File: config.mk
export PLATFORM = sky130hd
export DESIGN_NAME = rc_pwm_four_channel_decoder_flat
export DESIGN_NICKNAME = d
export VERILOG_FILES = /design/src/hw/rtl/rcpwm_pkg.sv /design/src/hw/rtl/rcpwm_if.sv /design/src/hw/rtl/rcpwm_div.sv /design/src/hw/rtl/rc_pwm_four_channel_decoder.sv /design/src/flat_wrapper.sv
export SDC_FILE = /design/constraint.sdc
export NUM_CORES = 1
export LEC_CHECK = 0
export ABC_AREA = 1
export BUFFER_PORTS_ARGS = -buffer_cell sky130_fd_sc_hd__buf_2
export CORE_ASPECT_RATIO = 0.9
export CORE_MARGIN = 8
export CORE_UTILIZATION = 50
export DETAILED_ROUTE_END_ITERATION = 16
export MAX_ROUTING_LAYER = met4
export PLACE_DENSITY = 0.65
export SLEW_MARGIN = 20
export SYNTH_ARGS = -nofsm -noshare
export SYNTH_HDL_FRONTEND = slang
export SYNTH_SLANG_ARGS = --single-unit
export TNS_END_PERCENT = 20
File: constraint.sdc
create_clock -name clk -period 11.8 [get_ports clk]
set_input_delay 2.36 -clock clk [delete_from_list [all_inputs] [get_ports clk]]
set_output_delay 2.36 -clock clk [all_outputs]
set_load 0.01 [all_outputs]
File: src/hw/rtl/rcpwm_pkg.sv
// shared types, constants and codes of the rc pwm decoder
`default_nettype none

package rcpwm_pkg;

  // field widths
  localparam int unsigned NUM_CH  = 4;
  localparam int unsigned CH_W    = 2;
  localparam int unsigned TS_W    = 16;
  localparam int unsigned OFF_W   = 15;
  localparam int unsigned THR_W   = 14;
  localparam int unsigned AXIS_W  = 16;
  localparam int unsigned CIDX_W  = 3;
  localparam int unsigned CDAT_W  = 16;
  localparam int unsigned Q_W     = 15;
  localparam int unsigned PROD_W  = TS_W + Q_W;
  localparam int unsigned CNT_W   = 4;

  // scaling constants
  localparam logic [Q_W-1:0]           THROTTLE_FULL = 15'd10000;
  localparam logic [Q_W-1:0]           AXIS_FULL     = 15'd20000;
  localparam logic signed [AXIS_W:0]   AXIS_LOW      = -17'sd10000;
  localparam logic signed [AXIS_W:0]   AXIS_SAT_HI   = 17'sd20000;
  localparam logic signed [AXIS_W:0]   AXIS_SAT_LO   = -17'sd20000;

  // register reset values
  localparam logic [TS_W-1:0] MIN_RESET = 16'd2000;
  localparam logic [TS_W-1:0] MAX_RESET = 16'd4000;

  // item modes
  localparam logic MODE_EDGE = 1'b0;
  localparam logic MODE_POLL = 1'b1;

  // channel codes
  localparam logic [CH_W-1:0] CH_THROTTLE = 2'd0;
  localparam logic [CH_W-1:0] CH_X        = 2'd1;
  localparam logic [CH_W-1:0] CH_Y        = 2'd2;
  localparam logic [CH_W-1:0] CH_Z        = 2'd3;

  // configuration register indexes
  typedef enum logic [CIDX_W-1:0] {
    CFG_MIN_PULSE = 3'd0,
    CFG_MAX_PULSE = 3'd1,
    CFG_X_OFFSET  = 3'd2,
    CFG_Y_OFFSET  = 3'd3,
    CFG_Z_OFFSET  = 3'd4
  } cfg_idx_t;

  // divider request and response
  typedef struct packed {
    logic              start;
    logic [PROD_W-1:0] dividend;
    logic [TS_W-1:0]   divisor;
  } div_req_t;

  typedef struct packed {
    logic           done;
    logic [Q_W-1:0] quotient;
  } div_rsp_t;

endpackage

`default_nettype wire

File: src/hw/rtl/rcpwm_if.sv
// valid/ready channel interfaces of the rc pwm decoder
`default_nettype none

// input items: edges and polls
interface rcpwm_in_if;
  import rcpwm_pkg::*;
  logic              valid;
  logic              ready;
  logic              mode;
  logic [CH_W-1:0]   channel;
  logic [TS_W-1:0]   timestamp;
  modport source (output valid, mode, channel, timestamp, input ready);
  modport sink (input valid, mode, channel, timestamp, output ready);
endinterface

// decoded results
interface rcpwm_out_if;
  import rcpwm_pkg::*;
  logic                     valid;
  logic                     ready;
  logic                     status;
  logic [THR_W-1:0]         throttle_pct;
  logic signed [AXIS_W-1:0] x_axis_pct;
  logic signed [AXIS_W-1:0] y_axis_pct;
  logic signed [AXIS_W-1:0] z_axis_pct;
  modport source (output valid, status, throttle_pct, x_axis_pct, y_axis_pct, z_axis_pct,
                  input ready);
  modport sink (input valid, status, throttle_pct, x_axis_pct, y_axis_pct, z_axis_pct,
                output ready);
endinterface

// register writes
interface rcpwm_cfg_if;
  import rcpwm_pkg::*;
  logic              valid;
  logic              ready;
  logic [CIDX_W-1:0] index;
  logic [CDAT_W-1:0] data;
  modport source (output valid, index, data, input ready);
  modport sink (input valid, index, data, output ready);
endinterface

`default_nettype wire

File: src/hw/rtl/rcpwm_div.sv
// restoring serial divider, one quotient bit per cycle
`default_nettype none

module rcpwm_div (
  input  wire logic                clk,
  input  wire logic                rst_n,
  input  wire rcpwm_pkg::div_req_t req,
  output rcpwm_pkg::div_rsp_t      rsp
);
  import rcpwm_pkg::*;

  localparam logic [CNT_W-1:0] LAST_STEP = CNT_W'(Q_W - 1);

  logic              run_r, run_nxt;
  logic              done_r, done_nxt;
  logic [CNT_W-1:0]  cnt_r, cnt_nxt;
  logic [TS_W-1:0]   rem_r, rem_nxt;
  logic [Q_W-1:0]    dvd_r, dvd_nxt;
  logic [Q_W-1:0]    q_r, q_nxt;
  logic [TS_W-1:0]   dvs_r, dvs_nxt;
  logic [TS_W:0]     trial;
  logic [TS_W:0]     diff;
  logic              fits;

  // one trial subtraction of the shifted remainder
  assign trial = {rem_r, dvd_r[Q_W-1]};
  assign diff  = trial - {1'b0, dvs_r};
  assign fits  = (trial >= {1'b0, dvs_r});

  // step sequencing; the top half of the dividend is already below the divisor
  always_comb begin
    run_nxt  = run_r;
    done_nxt = 1'b0;
    cnt_nxt  = cnt_r;
    rem_nxt  = rem_r;
    dvd_nxt  = dvd_r;
    q_nxt    = q_r;
    dvs_nxt  = dvs_r;
    if (req.start) begin
      run_nxt = 1'b1;
      cnt_nxt = '0;
      rem_nxt = req.dividend[PROD_W-1:Q_W];
      dvd_nxt = req.dividend[Q_W-1:0];
      dvs_nxt = req.divisor;
    end else if (run_r) begin
      rem_nxt = fits ? diff[TS_W-1:0] : trial[TS_W-1:0];
      q_nxt   = {q_r[Q_W-2:0], fits};
      dvd_nxt = {dvd_r[Q_W-2:0], 1'b0};
      cnt_nxt = cnt_r + 1'b1;
      if (cnt_r == LAST_STEP) begin
        run_nxt  = 1'b0;
        done_nxt = 1'b1;
      end
    end
  end

  // control state
  always_ff @(posedge clk) begin
    if (!rst_n) begin
      run_r  <= 1'b0;
      done_r <= 1'b0;
      cnt_r  <= '0;
    end else begin
      run_r  <= run_nxt;
      done_r <= done_nxt;
      cnt_r  <= cnt_nxt;
    end
  end

  // datapath
  always_ff @(posedge clk) begin
    rem_r <= rem_nxt;
    dvd_r <= dvd_nxt;
    q_r   <= q_nxt;
    dvs_r <= dvs_nxt;
  end

  assign rsp.done     = done_r;
  assign rsp.quotient = q_r;

`ifndef SYNTHESIS
  a_no_start_while_running: assert property (@(posedge clk) disable iff (!rst_n)
    run_r |-> !req.start) else $error("divider restarted mid-division");
  a_done_single_pulse: assert property (@(posedge clk) disable iff (!rst_n)
    done_r |=> !done_r) else $error("divider done held longer than one cycle");
  a_rem_below_divisor: assert property (@(posedge clk) disable iff (!rst_n)
    run_r |-> rem_r < dvs_r) else $error("partial remainder not below divisor");
`endif

endmodule

`default_nettype wire

File: src/hw/rtl/rc_pwm_four_channel_decoder.sv
// four-channel rc pwm pulse decoder with a shared serial divider
// Usage:
//   in_ch takes edge beats (mode 0: channel and timer timestamp) and poll beats
//   (mode 1). An edge beat is absorbed and gives no result.
//   A poll beat gives one out_ch beat: status 1 with throttle and axes in
//   hundredths of a percent, or status 0 with zero fields when a channel is
//   not fresh, a width is out of range or max is not above min.
//   cfg_ch writes registers 0..4 (min, max, x, y, z offset); ready is always
//   high and indexes beyond four are dropped.
// Timing:
//   in_ch.ready is high only while the sequencer is idle. A busy poll goes
//   from the check state straight to the output state. A valid poll goes
//   through the check state, then per channel a multiply state and a divide
//   state, then the output state; the single one-bit-per-cycle divider is
//   shared by all four channels. The result sits in an output register; if
//   out_ch stalls, edge beats are still taken, and a following poll waits at
//   its end until the register frees.
// Reset: stamps zero, fresh marks clear, min 2000, max 4000, offsets zero.
`default_nettype none

module rc_pwm_four_channel_decoder (
  input wire logic    clk,
  input wire logic    rst_n,
  rcpwm_in_if.sink    in_ch,
  rcpwm_out_if.source out_ch,
  rcpwm_cfg_if.sink   cfg_ch
);
  import rcpwm_pkg::*;

  typedef enum logic [4:0] {
    S_IDLE  = 5'b00001,
    S_CHECK = 5'b00010,
    S_MUL   = 5'b00100,
    S_DIV   = 5'b01000,
    S_OUT   = 5'b10000
  } state_t;

  state_t                    state_r, state_nxt;
  logic [TS_W-1:0]           min_r, max_r;
  logic signed [OFF_W-1:0]   xoff_r, yoff_r, zoff_r;
  logic [TS_W-1:0]           newest_r [NUM_CH];
  logic [TS_W-1:0]           prev_r [NUM_CH];
  logic [NUM_CH-1:0]         fresh_r;
  logic [CH_W-1:0]           idx_r;
  logic                      start_r;
  logic [PROD_W-1:0]         prod_r;
  logic                      res_ok_r;
  logic [THR_W-1:0]          res_thr_r;
  logic signed [AXIS_W-1:0]  res_x_r, res_y_r, res_z_r;
  logic                      out_valid_r;
  logic                      out_status_r;
  logic [THR_W-1:0]          out_thr_r;
  logic signed [AXIS_W-1:0]  out_x_r, out_y_r, out_z_r;

  logic [TS_W-1:0]           width [NUM_CH];
  logic [NUM_CH-1:0]         in_range;
  logic                      all_ok;
  logic [TS_W-1:0]           span;
  logic [TS_W-1:0]           d_sel;
  logic [Q_W-1:0]            k_sel;
  logic signed [OFF_W-1:0]   off_sel;
  logic signed [AXIS_W-1:0]  axis_res;
  logic                      in_acc;
  logic                      out_load;
  div_req_t                  div_req;
  div_rsp_t                  div_rsp;

  // axis mapping: low end, plus scaled width, minus trim, clipped
  function automatic logic signed [AXIS_W-1:0] axis_scale(
    input logic [Q_W-1:0] q, input logic signed [OFF_W-1:0] off);
    logic signed [AXIS_W:0] v;
    v = AXIS_LOW + signed'({2'b00, q}) - signed'({{(AXIS_W+1-OFF_W){off[OFF_W-1]}}, off});
    if (v > AXIS_SAT_HI) begin
      v = AXIS_SAT_HI;
    end else if (v < AXIS_SAT_LO) begin
      v = AXIS_SAT_LO;
    end
    return v[AXIS_W-1:0];
  endfunction

  // per-channel modular widths and range checks
  always_comb begin
    for (int i = 0; i < NUM_CH; i++) begin
      width[i]    = newest_r[i] - prev_r[i];
      in_range[i] = (width[i] >= min_r) && (width[i] <= max_r);
    end
  end

  assign all_ok  = (max_r > min_r) && (&fresh_r) && (&in_range);
  assign span    = max_r - min_r;
  assign d_sel   = width[idx_r] - min_r;
  assign k_sel   = (idx_r == CH_THROTTLE) ? THROTTLE_FULL : AXIS_FULL;

  // trim of the axis being finished
  always_comb begin
    unique case (idx_r)
      CH_X:    off_sel = xoff_r;
      CH_Y:    off_sel = yoff_r;
      CH_Z:    off_sel = zoff_r;
      default: off_sel = '0;
    endcase
  end

  assign axis_res = axis_scale(div_rsp.quotient, off_sel);

  assign in_acc   = in_ch.valid && in_ch.ready;
  assign out_load = (state_r == S_OUT) && (!out_valid_r || out_ch.ready);

  // shared divider
  assign div_req.start    = start_r;
  assign div_req.dividend = prod_r;
  assign div_req.divisor  = span;

  rcpwm_div u_div (
    .clk   (clk),
    .rst_n (rst_n),
    .req   (div_req),
    .rsp   (div_rsp)
  );

  // sequencer
  always_comb begin
    state_nxt = state_r;
    unique case (state_r)
      S_IDLE: begin
        if (in_acc && in_ch.mode == MODE_POLL) state_nxt = S_CHECK;
      end
      S_CHECK: state_nxt = all_ok ? S_MUL : S_OUT;
      S_MUL:   state_nxt = S_DIV;
      S_DIV: begin
        if (div_rsp.done) state_nxt = (idx_r == CH_Z) ? S_OUT : S_MUL;
      end
      S_OUT: begin
        if (out_load) state_nxt = S_IDLE;
      end
      default: state_nxt = S_IDLE;
    endcase
  end

  // control state, configuration and channel stamps
  always_ff @(posedge clk) begin
    if (!rst_n) begin
      state_r     <= S_IDLE;
      idx_r       <= '0;
      start_r     <= 1'b0;
      out_valid_r <= 1'b0;
      min_r       <= MIN_RESET;
      max_r       <= MAX_RESET;
      xoff_r      <= '0;
      yoff_r      <= '0;
      zoff_r      <= '0;
      fresh_r     <= '0;
      for (int i = 0; i < NUM_CH; i++) begin
        newest_r[i] <= '0;
        prev_r[i]   <= '0;
      end
    end else begin
      state_r <= state_nxt;
      start_r <= (state_r == S_MUL);
      // register writes
      if (cfg_ch.valid && cfg_ch.ready) begin
        unique case (cfg_ch.index)
          CFG_MIN_PULSE: min_r  <= cfg_ch.data;
          CFG_MAX_PULSE: max_r  <= cfg_ch.data;
          CFG_X_OFFSET:  xoff_r <= cfg_ch.data[OFF_W-1:0];
          CFG_Y_OFFSET:  yoff_r <= cfg_ch.data[OFF_W-1:0];
          CFG_Z_OFFSET:  zoff_r <= cfg_ch.data[OFF_W-1:0];
          default: ;
        endcase
      end
      // edge beat shifts the stamp pair
      if (in_acc && in_ch.mode == MODE_EDGE) begin
        prev_r[in_ch.channel]   <= newest_r[in_ch.channel];
        newest_r[in_ch.channel] <= in_ch.timestamp;
        fresh_r[in_ch.channel]  <= 1'b1;
      end
      // channel walk
      if (state_r == S_CHECK) begin
        idx_r <= CH_THROTTLE;
      end else if (state_r == S_DIV && div_rsp.done) begin
        idx_r <= idx_r + 1'b1;
      end
      // hand the result over
      if (out_load) begin
        out_valid_r <= 1'b1;
        if (res_ok_r) fresh_r <= '0;
      end else if (out_ch.ready) begin
        out_valid_r <= 1'b0;
      end
    end
  end

  // product, result scratch and output payload
  always_ff @(posedge clk) begin
    if (state_r == S_MUL) begin
      prod_r <= PROD_W'(d_sel) * PROD_W'(k_sel);
    end
    if (state_r == S_CHECK) begin
      res_ok_r  <= all_ok;
      res_thr_r <= '0;
      res_x_r   <= '0;
      res_y_r   <= '0;
      res_z_r   <= '0;
    end
    if (state_r == S_DIV && div_rsp.done) begin
      case (idx_r)
        CH_THROTTLE: res_thr_r <= div_rsp.quotient[THR_W-1:0];
        CH_X:        res_x_r   <= axis_res;
        CH_Y:        res_y_r   <= axis_res;
        default:     res_z_r   <= axis_res;
      endcase
    end
    if (out_load) begin
      out_status_r <= res_ok_r;
      out_thr_r    <= res_thr_r;
      out_x_r      <= res_x_r;
      out_y_r      <= res_y_r;
      out_z_r      <= res_z_r;
    end
  end

  assign in_ch.ready         = (state_r == S_IDLE);
  assign cfg_ch.ready        = 1'b1;
  assign out_ch.valid        = out_valid_r;
  assign out_ch.status       = out_status_r;
  assign out_ch.throttle_pct = out_thr_r;
  assign out_ch.x_axis_pct   = out_x_r;
  assign out_ch.y_axis_pct   = out_y_r;
  assign out_ch.z_axis_pct   = out_z_r;

`ifndef SYNTHESIS
  a_busy_fields_zero: assert property (@(posedge clk) disable iff (!rst_n)
    out_ch.valid && !out_ch.status |-> out_ch.throttle_pct == '0 && out_ch.x_axis_pct == '0
      && out_ch.y_axis_pct == '0 && out_ch.z_axis_pct == '0)
    else $error("busy result carries nonzero fields");
  a_throttle_range: assert property (@(posedge clk) disable iff (!rst_n)
    out_ch.valid && out_ch.status |-> out_ch.throttle_pct <= THROTTLE_FULL[THR_W-1:0])
    else $error("throttle above full scale");
  a_done_in_div: assert property (@(posedge clk) disable iff (!rst_n)
    div_rsp.done |-> state_r == S_DIV) else $error("divider finished outside divide phase");
`endif

endmodule

`default_nettype wire
File: src/flat_wrapper.sv
// flat-port wrapper written by rule: the top's interface ports become plain ports
module rc_pwm_four_channel_decoder_flat import rcpwm_pkg::*;
  (clk, rst_n, in_ch_valid, in_ch_mode, in_ch_channel, in_ch_timestamp, in_ch_ready, out_ch_valid, out_ch_status, out_ch_throttle_pct, out_ch_x_axis_pct, out_ch_y_axis_pct, out_ch_z_axis_pct, out_ch_ready, cfg_ch_valid, cfg_ch_index, cfg_ch_data, cfg_ch_ready);
  rcpwm_in_if in_ch_i ();
  rcpwm_out_if out_ch_i ();
  rcpwm_cfg_if cfg_ch_i ();
  input wire logic clk;
  input wire logic rst_n;
  input wire logic [$bits(in_ch_i.valid)-1:0] in_ch_valid;
  input wire logic [$bits(in_ch_i.mode)-1:0] in_ch_mode;
  input wire logic [$bits(in_ch_i.channel)-1:0] in_ch_channel;
  input wire logic [$bits(in_ch_i.timestamp)-1:0] in_ch_timestamp;
  output wire logic [$bits(in_ch_i.ready)-1:0] in_ch_ready;
  output wire logic [$bits(out_ch_i.valid)-1:0] out_ch_valid;
  output wire logic [$bits(out_ch_i.status)-1:0] out_ch_status;
  output wire logic [$bits(out_ch_i.throttle_pct)-1:0] out_ch_throttle_pct;
  output wire logic [$bits(out_ch_i.x_axis_pct)-1:0] out_ch_x_axis_pct;
  output wire logic [$bits(out_ch_i.y_axis_pct)-1:0] out_ch_y_axis_pct;
  output wire logic [$bits(out_ch_i.z_axis_pct)-1:0] out_ch_z_axis_pct;
  input wire logic [$bits(out_ch_i.ready)-1:0] out_ch_ready;
  input wire logic [$bits(cfg_ch_i.valid)-1:0] cfg_ch_valid;
  input wire logic [$bits(cfg_ch_i.index)-1:0] cfg_ch_index;
  input wire logic [$bits(cfg_ch_i.data)-1:0] cfg_ch_data;
  output wire logic [$bits(cfg_ch_i.ready)-1:0] cfg_ch_ready;
  assign in_ch_i.valid = in_ch_valid;
  assign in_ch_i.mode = in_ch_mode;
  assign in_ch_i.channel = in_ch_channel;
  assign in_ch_i.timestamp = in_ch_timestamp;
  assign in_ch_ready = in_ch_i.ready;
  assign out_ch_valid = out_ch_i.valid;
  assign out_ch_status = out_ch_i.status;
  assign out_ch_throttle_pct = out_ch_i.throttle_pct;
  assign out_ch_x_axis_pct = out_ch_i.x_axis_pct;
  assign out_ch_y_axis_pct = out_ch_i.y_axis_pct;
  assign out_ch_z_axis_pct = out_ch_i.z_axis_pct;
  assign out_ch_i.ready = out_ch_ready;
  assign cfg_ch_i.valid = cfg_ch_valid;
  assign cfg_ch_i.index = cfg_ch_index;
  assign cfg_ch_i.data = cfg_ch_data;
  assign cfg_ch_ready = cfg_ch_i.ready;
  rc_pwm_four_channel_decoder u_core (.clk(clk), .rst_n(rst_n), .in_ch(in_ch_i), .out_ch(out_ch_i), .cfg_ch(cfg_ch_i));
endmodule
==> results.yml, run 1 <==
global_route:
  grt_overflow_total: 0
  first_global_vias: 22490
  wire_length_of_the_first_global_routing_pass_um: 123600
  antenna_found_initial: 1
  global_route.usage.total_pct: 23.75
  grt_max_degree: 70
flow_run:
  cap_violations: 0
sta:
  hold_viol_final: 0
  timing.final.crit_period_ps: 8889
  max-slew-margin-rel_pct: 29.38
  clock.fmax_mhz: 112.5
  rsz0062_at_grt: "false"
  finalMaxSlewViolations: 0
  setup_violations: 0
  clock_skew_ps: 37.32
  post-route-period-util_pct: 75.33
  fin_hold_ws_ps: 423.7
  worst_slew_pin_slew_ps: 1057
  fin_setup_tns_ps: 0
setup_path:
  critical-path-max-stage-delay_ps: 590
  path_max_fanout: 5
  setup.worst_path.end_class: "register"
  worst_ep_required_time_ps: 12160
  critical_path_class: "register to register"
  cp_launch_type: "register"
  crit_path_top_delay_cell: "sky130_fd_sc_hd__o21ai_0"
  cp.arrival_ps: 9250
cts:
  clk_path_buf_depth: 3
  h-tree-depth: 2
  cts_tree: "built"
  cts_hold_buffers: 0
  clkSlewWorstSetupHoldPaths_ps: 60
  post-cts-setup-buffers: 0
  num_clock_sinks: 435
  clock-root-buffer: "sky130_fd_sc_hd__clkbuf_16"
  post_cts_resize_count: 0
  cts_buffers: 47
  clk_latency_ps: 610
yosys:
  synth.ff_latch_count: 435
  synth_flop_cell: "sky130_fd_sc_hd__edfxtp_1"
  synth-seq-area-share_pct: 38.87
  synthDominantAreaCellType: "sky130_fd_sc_hd__edfxtp_1"
  synthDistinctLibCells: 54
  yosys_warnings: 0
  ys_async_sr_fraction_pct: 0
  synthesis.area_mm2: 0.02954
  synth_edf_count: 277
  share_of_the_synthesized_area_in_the_top_cell_type_pct: 28.16
  synth.most_common_cell: "sky130_fd_sc_hd__nand2_1"
  netlist_top_cells_area: "sky130_fd_sc_hd__edfxtp_1, sky130_fd_sc_hd__ha_1, sky130_fd_sc_hd__dfxtp_1, sky130_fd_sc_hd__nand2_1, sky130_fd_sc_hd__inv_1"
  ys_top_cells_by_count: "sky130_fd_sc_hd__nand2_1, sky130_fd_sc_hd__inv_1, sky130_fd_sc_hd__nor2_1, sky130_fd_sc_hd__ha_1, sky130_fd_sc_hd__edfxtp_1"
  synth.avg_cell_area_um2: 8.561
  mapped_cells: 3450
route:
  routedWlPerCell_um: 18.00
  via_count: 23540
  detail_route.first_pass.iterations: 6
  drt_first_iter_violations: 1944
  route.final.wire_length_um: 78640
  postRouteAntennaNets: 0
  drc: 0
  vias_per_cell: 5.390
floorplanning:
  die_h_um: 246.6
  floorplan.die.width_um: 272.2
  core_mm2: 0.05844
  pin_count: 109
  std_cell_rows: 84
  design.die.area_mm2: 0.06712
  initial_core_util_pct: 50.54
run_status:
  run_status: "finished, final reports clean"
pwr:
  leakage_nw: 15.25
  power_per_cell_area_mw_per_mm2: 332.3
  power_report.internal_total_w: 0.005702
  share_comb_of_total_power_pct: 66.7
  peakVddDrop_v: 0.001033
  clock_power_share_pct: 13.9
  power.switching_fraction_pct: 47.26
  netSwitchingPower_w: 0.005110
  seq_power_share_pct: 19.4
place:
  finalWeightedCongestion: 0.9004
  placed_cells_incl_taps: 4279
  port_buffers: 107
  place.detailed.hpwl_um: 60140
cells_and_area:
  post_route_cells_drive_above_1_share_pct: 6.876
  instances_no_fill: 4368
  design.final.nets: 4045
  layout-area-overhead-vs-synth_pct: 10.15
min_path:
  hp-class: "register to register"
-- layer usage --
layer | track usage (%) | vias up | wire length [µm] | part of all wire [%]
met2 | 37.62 | 635 | 35580 | 45
met5 | - | - | 0 | 0
li1 | - | 11690 | - | -
met4 | 5.432 | 0 | 1510 | 1.9
met3 | 3.082 | 91 | 4727 | 6.0
met1 | 32.44 | 11130 | 36820 | 47
-- registers in the layout, summed over array words and instances, names as in the netlist, 16 cells and up --
signal,cells
u_core.newest_r,64
u_core.prev_r,64
u_core.prod_r,27
u_core.max_r,16
u_core.min_r,16
u_core.out_ch.x_axis_pct,16
u_core.out_ch.y_axis_pct,16
u_core.out_ch.z_axis_pct,16
u_core.res_x_r,16
u_core.res_y_r,16
u_core.res_z_r,16
u_core.u_div.dvs_r,16
u_core.u_div.rem_r,16
-- power by group through the flow --
stage          clock, W  sequential, W  combinational (W)
6_report        0.00150        0.00210            0.00721
5_1_grt         0.00158        0.00210            0.00823
4_1_cts         0.00153        0.00209            0.00724
3_5_place_dp          0        0.00213            0.00714
3_3_place_gp          0        0.00213            0.00720
2_1_floorplan         0        0.00213            0.00525
-- cells in the final DEF (no fill, tap or decap), types with 28 or more instances in the layout --
master and count:
sky130_fd_sc_hd__xnor2_1 46, sky130_fd_sc_hd__clkbuf_16 48, sky130_fd_sc_hd__a21oi_1 221, sky130_fd_sc_hd__fa_1 78
sky130_fd_sc_hd__edfxtp_1 277, sky130_fd_sc_hd__nor2_1 370, sky130_fd_sc_hd__o21ai_0 187, sky130_fd_sc_hd__inv_1 513
sky130_fd_sc_hd__dfxtp_1 157, sky130_fd_sc_hd__xor2_1 68, sky130_fd_sc_hd__buf_4 28, sky130_fd_sc_hd__ha_1 370
sky130_fd_sc_hd__nand3_1 203, sky130_fd_sc_hd__buf_2 107, sky130_fd_sc_hd__nand2_1 604
-- worst max-delay path: cells and delay by family (launching register included) --
kind	cells	cell delay [ps]
and+or+nand+nor	9	690
AOI/OAI and AO/OA	10	2700
adders and majority gates	10	4100
buffers and inverters	3	140
DFF	1	320
xor gates and xnor gates	2	690
-- stage by stage --
step           worst slack [ps]  power, W  utilization, %  area (µm²)
6_report                   2911   0.01081           55.67       32530
2_1_floorplan              4031  0.007387               -       29590
3_3_place_gp               3082  0.009330           52.98       30960
3_5_place_dp               2955  0.009275           52.98       30960
4_1_cts                    2966   0.01086           55.66       32520
5_1_grt                    2121   0.01191           55.67       32530
-- layout make-up --
type                            count  area, µm²
Sequential cell                   435      11480
Inverter                          517       1941
Timing Repair Buffer              135      745.7
Fill cell                        5328      25900
Clock buffer                       61       1310
Tap cell                          774      968.4
Clock inverter                     26      255.2
Multi-Input combinational cell   2418      15830
Antenna cell                        2      5.005
-- cells by family (layout without fill, tap and decap cells) --
kind of cell               count (synthesis)  after routing  share of synthesized area (%)
and+or+nand+nor                         1270           1270                          17.77
buffers and inverters                    612            739                          7.918
AOI/OAI and AO/OA                        569            569                          11.07
adders and majority gates                448            448                          20.96
DFF                                      435            435                          38.87
xor gates and xnor gates                 114            114                          3.381
other                                      2             19                        0.02543
-- worst paths after layout --
path / startpoint / to / slack (ps) / depth (start not counted)
setup / recovery: u_core.newest_r[3][0] / u_core.prod_r[29] / 2910 / 34
hold / removal: u_core.res_y_r[6] / u_core.out_ch.y_axis_pct[6] / 420 / 0
hold reg to reg: u_core.res_y_r[6] / u_core.out_ch.y_axis_pct[6] / 420 / 0
setup reg to reg: u_core.newest_r[3][0] / u_core.prod_r[29] / 2910 / 34
Note: power is estimated with default switching activity, not from simulation.
==> run 2: changes to the inputs <==
--- a/config.mk
+++ b/config.mk
@@ -5,14 +5,14 @@
 export SDC_FILE = /design/constraint.sdc
 export NUM_CORES = 1
 export LEC_CHECK = 0
-export ABC_AREA = 1
+export ABC_AREA = 0
 export BUFFER_PORTS_ARGS = -buffer_cell sky130_fd_sc_hd__buf_2
 export CORE_ASPECT_RATIO = 0.9
 export CORE_MARGIN = 8
 export CORE_UTILIZATION = 50
 export DETAILED_ROUTE_END_ITERATION = 16
 export MAX_ROUTING_LAYER = met4
-export PLACE_DENSITY = 0.65
+export PLACE_DENSITY = 0.67
 export SLEW_MARGIN = 20
 export SYNTH_ARGS = -nofsm -noshare
 export SYNTH_HDL_FRONTEND = slang
==> constraint.sdc (replaced) <==
create_clock -name clk -period 7.6 [get_ports clk]
set_input_delay 1.52 -clock clk [delete_from_list [all_inputs] [get_ports clk]]
set_output_delay 1.52 -clock clk [all_outputs]
set_load 0.01 [all_outputs]
==> run 2 against run 1 <==
Critical endpoint is now u_core.prod_r[30]. Highest routed layer unchanged. Utilization grew 4.8 points. Via count down 1.7%. Sequential share of layout area is 2.8 points lower. Fmax rose by 8.2%. Final area rose by 8.7%. Critical path type unchanged. The run now ends with negative setup slack left. Routed wire length up 3.0%.
==> results.yml, run 2 <==
route:
  routedWlPerCell_um: 19.70
  route.final.wire_length_um: 81020
  detail_route.first_pass.iterations: 5
  postRouteAntennaNets: 0
  drt_first_iter_violations: 1802
  via_count: 23140
  vias_per_cell: 5.626
  drc: 0
floorplanning:
  pin_count: 109
  std_cell_rows: 84
  initial_core_util_pct: 50.62
  floorplan.die.width_um: 272.6
  design.die.area_mm2: 0.06732
  die_h_um: 246.9
  core_mm2: 0.05854
sta:
  worst_slew_pin_slew_ps: 1060
  finalMaxSlewViolations: 0
  max-slew-margin-rel_pct: 29.16
  timing.final.crit_period_ps: 8212
  setup_violations: 12
  clock_skew_ps: 17.18
  clock.fmax_mhz: 121.8
  post-route-period-util_pct: 108.1
  finalWorstSetupSlack_ps: -612.3
  rsz0062_at_grt: "true"
  hold_viol_final: 0
yosys:
  synth_edf_count: 277
  yosys_warnings: 0
  synth.avg_cell_area_um2: 10.11
  synth-seq-area-share_pct: 38.75
  ys_async_sr_fraction_pct: 0
  synth_flop_cell: "sky130_fd_sc_hd__edfxtp_1"
  mapped_cells: 2932
  synth.most_common_cell: "sky130_fd_sc_hd__ha_1"
  netlist_top_cells_area: "sky130_fd_sc_hd__edfxtp_1, sky130_fd_sc_hd__ha_1, sky130_fd_sc_hd__dfxtp_1, sky130_fd_sc_hd__fa_1, sky130_fd_sc_hd__inv_1"
  synthDistinctLibCells: 87
  share_of_the_synthesized_area_in_the_top_cell_type_pct: 28.07
  ys_top_cells_by_count: "sky130_fd_sc_hd__ha_1, sky130_fd_sc_hd__inv_1, sky130_fd_sc_hd__nand2_1, sky130_fd_sc_hd__edfxtp_1, sky130_fd_sc_hd__nor2_1"
  synth.ff_latch_count: 435
  synthesis.area_mm2: 0.02963
  synthDominantAreaCellType: "sky130_fd_sc_hd__edfxtp_1"
min_path:
  hp-class: "register to register"
  min-delay-start: "u_core.res_thr_r[9]"
  hold_path_endpoint: "u_core.out_ch.throttle_pct[9]"
  hold-path-cell-count: 0
cells_and_area:
  layout_common_cells: "sky130_fd_sc_hd__ha_1, sky130_fd_sc_hd__buf_4, sky130_fd_sc_hd__inv_1"
  design.final.nets: 3787
  fillers: 4751
  post_route_cells_drive_above_1_share_pct: 21.06
  multi_input_comb_area_mm2: 0.01757
  mostFrequentLayoutCell: "sky130_fd_sc_hd__ha_1"
  final-seq-area_mm2: 0.01148
  reg.largest.list: "u_core.newest_r (64), u_core.prev_r (64), u_core.prod_r (27)"
  layout-area-overhead-vs-synth_pct: 19.39
  instances_no_fill: 4113
cts:
  clock-root-buffer: "sky130_fd_sc_hd__clkbuf_16"
  clk_path_buf_depth: 3
  cts_hold_buffers: 0
  clk_latency_ps: 580
  num_clock_sinks: 435
  h-tree-depth: 2
  cts_tree: "built"
  clkSlewWorstSetupHoldPaths_ps: 60
  cts_buffers: 45
place:
  place.detailed.hpwl_um: 63190
  port_buffers: 107
  placed_cells_incl_taps: 3984
  finalWeightedCongestion: 0.9520
setup_path:
  r2r-start: "u_core.newest_r[1][0]"
  worst_reg_to_reg_cells: 39
  critical-path-max-stage-delay_ps: 580
  timing.rr.end: "u_core.prod_r[30]"
  regToRegSetupSlack_ps: -610
  path_max_fanout: 4
  cp_launch_type: "register"
  cp.arrival_ps: 8540
  worst_ep_required_time_ps: 7920
  setup.worst_path.end_class: "register"
  crit_path_top_delay_cell: "sky130_fd_sc_hd__mux4_2"
  crit_top_cell: "sky130_fd_sc_hd__ha_4"
  critical_path_class: "register to register"
global_route:
  first_global_vias: 23040
  grt_overflow_total: 0
  antenna_found_initial: 6
  wire_length_of_the_first_global_routing_pass_um: 125700
  global_route.usage.total_pct: 24.08
  grt_max_degree: 87
run_status:
  violated_checks: "negative setup slack"
  run_status: "complete, but fails checks"
flow_run:
  cap_violations: 0
run 2: how the worst max path moves through the flow:
stage                                from                 to  slack (ps)  depth (start not counted)
floorplan             u_core.prev_r[2][1]  u_core.prod_r[30]        -190                         38
global placement    u_core.newest_r[0][0]  u_core.prod_r[29]        -620                         35
detailed placement  u_core.newest_r[0][0]  u_core.prod_r[29]        -810                         35
CTS                 u_core.newest_r[1][0]  u_core.prod_r[28]        -550                         35
global route        u_core.newest_r[2][0]  u_core.prod_r[26]        -970                         34
finish              u_core.newest_r[1][0]  u_core.prod_r[30]        -610                         39
run 2: repair_timing:
item	CTS	global route
pin swaps	40	41
gates resized for setup	54	62
endpoints found under the setup margin	15	17
setup buffers	21	18
hold endpoints to repair	0	0
run 2: metal layers:
| metal | wire length [µm] | GRT usage [%] | up-vias |
|---|---|---|---|
| met5 | 0 | - | - |
| met4 | 3014 | 8.970 | 0 |
| met1 | 36490 | 32.05 | 11120 |
| met2 | 36290 | 36.81 | 704 |
| li1 | - | - | 11150 |
| met3 | 5217 | 4.153 | 157 |
run 2: logic make-up after synthesis:
group / after synthesis / share of synthesized area, %
fa+ha+maj: 448 / 20.89
buf+inv: 395 / 5.033
compound gates: 610 / 14.11
simple gates: 880 / 14.70
xor+xnor: 105 / 3.175
flops: 435 / 38.75
mux: 57 / 3.315
other cells: 2 / 0.02535
run 2: final cells by class:
| type | instances | share of cell area, % |
|---|---|---|
| Multi-Input combinational cell | 2117 | 49.67 |
| Antenna cell | 6 | 0.04244 |
| Clock buffer | 64 | 3.558 |
| Sequential cell | 435 | 32.46 |
| Timing Repair Buffer | 404 | 7.901 |
| Clock inverter | 20 | 0.5199 |
| Tap cell | 774 | 2.738 |
| Inverter | 293 | 3.109 |
run 2: critical path, delay by kind of cell (launching register included):
family,cells,cell delay [ps]
adders and majority gates,10,3140
AOI/OAI and AO/OA,11,1610
xor gates and xnor gates,4,850
buffers and inverters,8,700
and+or+nand+nor,5,680
muxes,1,580
DFF,1,400
run 2: through the flow:
stage               TNS (ps)  hold WS [ps]  utilization, %  instance area (µm²)  worst slack [ps]
detailed placement     -7313         414.3           56.42                33030            -809.7
global route           -9626         434.2           60.43                35380            -971.5
finish                 -4791         427.8           60.43                35380            -612.3
CTS                    -4204         428.3           59.66                34920            -545.7
global placement       -4936         413.7           56.37                33000            -624.8
floorplan             -808.2         407.9               -                29890            -185.5
Power of run 2 is left out: the tool's default activity adds up to more than one toggle a clock period on the data nets, which glitch-free logic cannot reach.
==> run 3: changes to the inputs <==
--- a/config.mk
+++ b/config.mk
@@ -8,7 +8,6 @@
 export ABC_AREA = 0
 export BUFFER_PORTS_ARGS = -buffer_cell sky130_fd_sc_hd__buf_2
 export CORE_ASPECT_RATIO = 0.9
-export CORE_MARGIN = 8
 export CORE_UTILIZATION = 50
 export DETAILED_ROUTE_END_ITERATION = 16
 export MAX_ROUTING_LAYER = met4
==> run 3 against run 2 <==
The flow still finishes with violations (negative setup slack). Setup slack worse by 130 ps. Via count is 1.4% higher. Fmax is 1.6% lower. Die area is 11% lower. Sequential share of layout area is 0.51 points lower. Sequential cell count stayed put. Worst hold slack hardly changed. Register-to-register slack worse by 130 ps. Final cell count is 1.3% higher. Count of clock-buffer cells in the layout is 1 lower. Final area is 1.6% higher. Global-route usage is 4.0 points higher. Critical path type unchanged. Highest routed layer unchanged.
==> results.yml, run 3 (synthesized netlist as in run 2, its figures left out) <==
sta:
  finalMaxSlewViolations: 0
  timing.final.crit_period_ps: 8346
  hold_viol_final: 0
  worst_slew_pin_slew_ps: 1107
  post-route-period-util_pct: 109.8
  finalWorstSetupSlack_ps: -745.9
  max-slew-margin-rel_pct: 26.14
  clock.fmax_mhz: 119.8
  clock_skew_ps: 23.97
  rsz0062_at_grt: "true"
  setup_violations: 15
setup_path:
  crit_path_top_delay_cell: "sky130_fd_sc_hd__edfxtp_1"
  worst_ep_required_time_ps: 8090
  cp_num_buf_inv: 34
  cp.arrival_ps: 8840
  cp_launch_type: "register"
  crit_top_cell: "sky130_fd_sc_hd__buf_4"
  path_delay_family: "buffers and inverters"
  critical-path-max-stage-delay_ps: 450
  setup.worst_path.end_class: "register"
  path_max_fanout: 3
  critical_path_class: "register to register"
global_route:
  antenna_found_initial: 2
  global_route.usage.met2_pct: 45.44
  global_route.usage.total_pct: 28.06
  grt_overflow_total: 0
  grt_max_degree: 87
  global_route.peak_usage_layer: "met2"
  first_global_vias: 23280
  wire_length_of_the_first_global_routing_pass_um: 127600
  global_route.usage.met3_pct: 3.638
  global_route.usage.met1_pct: 37.06
run_status:
  violated_checks: "negative setup slack"
  run_status: "complete, but fails checks"
cts:
  num_clock_sinks: 435
  clock-root-buffer: "sky130_fd_sc_hd__clkbuf_16"
  h-tree-depth: 2
  cts_buffers: 46
  clk_path_buf_depth: 3
  clk_latency_ps: 590
  clkSlewWorstSetupHoldPaths_ps: 60
  cts_tree: "built"
cells_and_area:
  design.final.nets: 3846
  layout_common_cells: "sky130_fd_sc_hd__buf_4, sky130_fd_sc_hd__ha_1, sky130_fd_sc_hd__inv_1"
  reg.largest.list: "u_core.newest_r (64), u_core.prev_r (64), u_core.prod_r (27)"
  post_route_cells_drive_above_1_share_pct: 22.74
  layout-area-overhead-vs-synth_pct: 21.29
  mostFrequentLayoutCell: "sky130_fd_sc_hd__buf_4"
  fillers: 4753
min_path:
  hp-class: "register to register"
floorplanning:
  die_h_um: 232.9
  floorplan.die.width_um: 258.6
  pin_count: 109
  design.die.area_mm2: 0.06024
  initial_core_util_pct: 50.62
  core_mm2: 0.05854
  std_cell_rows: 84
route:
  drt_first_iter_violations: 1602
  drc: 0
  via_count: 23460
  route.final.wire_length_um: 82930
  vias_per_cell: 5.631
  postRouteAntennaNets: 0
  routedWlPerCell_um: 19.91
  detail_route.first_pass.iterations: 6
place:
  place.detailed.hpwl_um: 63380
  place_worst_setup_slack_ps: -824.7
  finalWeightedCongestion: 0.9424
  port_buffers: 107
flow_run:
  cap_violations: 0
[run 3: cell count changes in the layout (fill, tap and decap cells not counted), sizes merged]
cell and delta:
buf +58, diode -4, inv +1, clkbuf -1, bufinv +3, clkinvlp +2
clkinv -6
[run 3: timing repair]
item / 4_1_cts / 5_1_grt
gates resized for setup: 80 / 51
pin swaps: 61 / 75
setup buffers: 81 / 19
gates cloned: 0 / 0
endpoints found under the hold margin: 0 / 0
endpoints found under the setup margin: 15 / 19
hold buffers: 0 / 0
[run 3: final timing paths]
path                                             from                     endpoint  slack, ps  depth (start not counted)
worst max-delay path            u_core.newest_r[1][1]            u_core.state_r[2]       -750                         52
worst min-delay path                u_core.res_y_r[5]  u_core.out_ch.y_axis_pct[5]        430                          0
worst max register to register  u_core.newest_r[1][1]            u_core.state_r[2]       -750                         52
worst min register to register      u_core.res_y_r[5]  u_core.out_ch.y_axis_pct[5]        430                          0
[run 3: layer usage]
layer	vias to the layer above	wire (µm)	part of all wire [%]
met2	607	38970	47
met1	11480	37870	46
met3	120	3984	4.8
met5	-	0	0
met4	0	2110	2.5
li1	11250	-	-
[run 3: worst register-to-register path, delay by kind of cell, from the launching register on]
kind,cells,cell delay (ps)
and+or+nand+nor,5,790
xor gates and xnor gates,1,130
buffers and inverters,34,4260
AOI/OAI and AO/OA,10,2050
DFF,1,450
adders and majority gates,2,580
[run 3: area by class of cell]
class / instances / area [µm²] / area share (%)
diodes: 2 / 5.005 / 0.01393
clock buffers: 63 / 1256 / 3.495
flip-flops and latches: 435 / 11480 / 31.95
inverters: 293 / 1100 / 3.060
repair buffers: 462 / 3214 / 8.944
well taps: 774 / 968.4 / 2.695
multi-input cells: 2117 / 17640 / 49.09
clock inverters: 20 / 271.5 / 0.7555
[run 3: metrics by stage]
stage	hold slack, ps	util (%)	instance area, µm²	cells	setup TNS, ps
4_1_cts	428.2	60.76	35570	4147	-4938
2_1_floorplan	407.9	-	29890	2947	-808.2
5_1_grt	434.2	61.39	35940	4166	-12550
6_report	427.3	61.39	35940	4166	-7971
3_5_place_dp	413.7	56.38	33000	3983	-7373
3_3_place_gp	411.0	56.37	33000	3983	-5451
Power of run 3 is left out for the same reason.
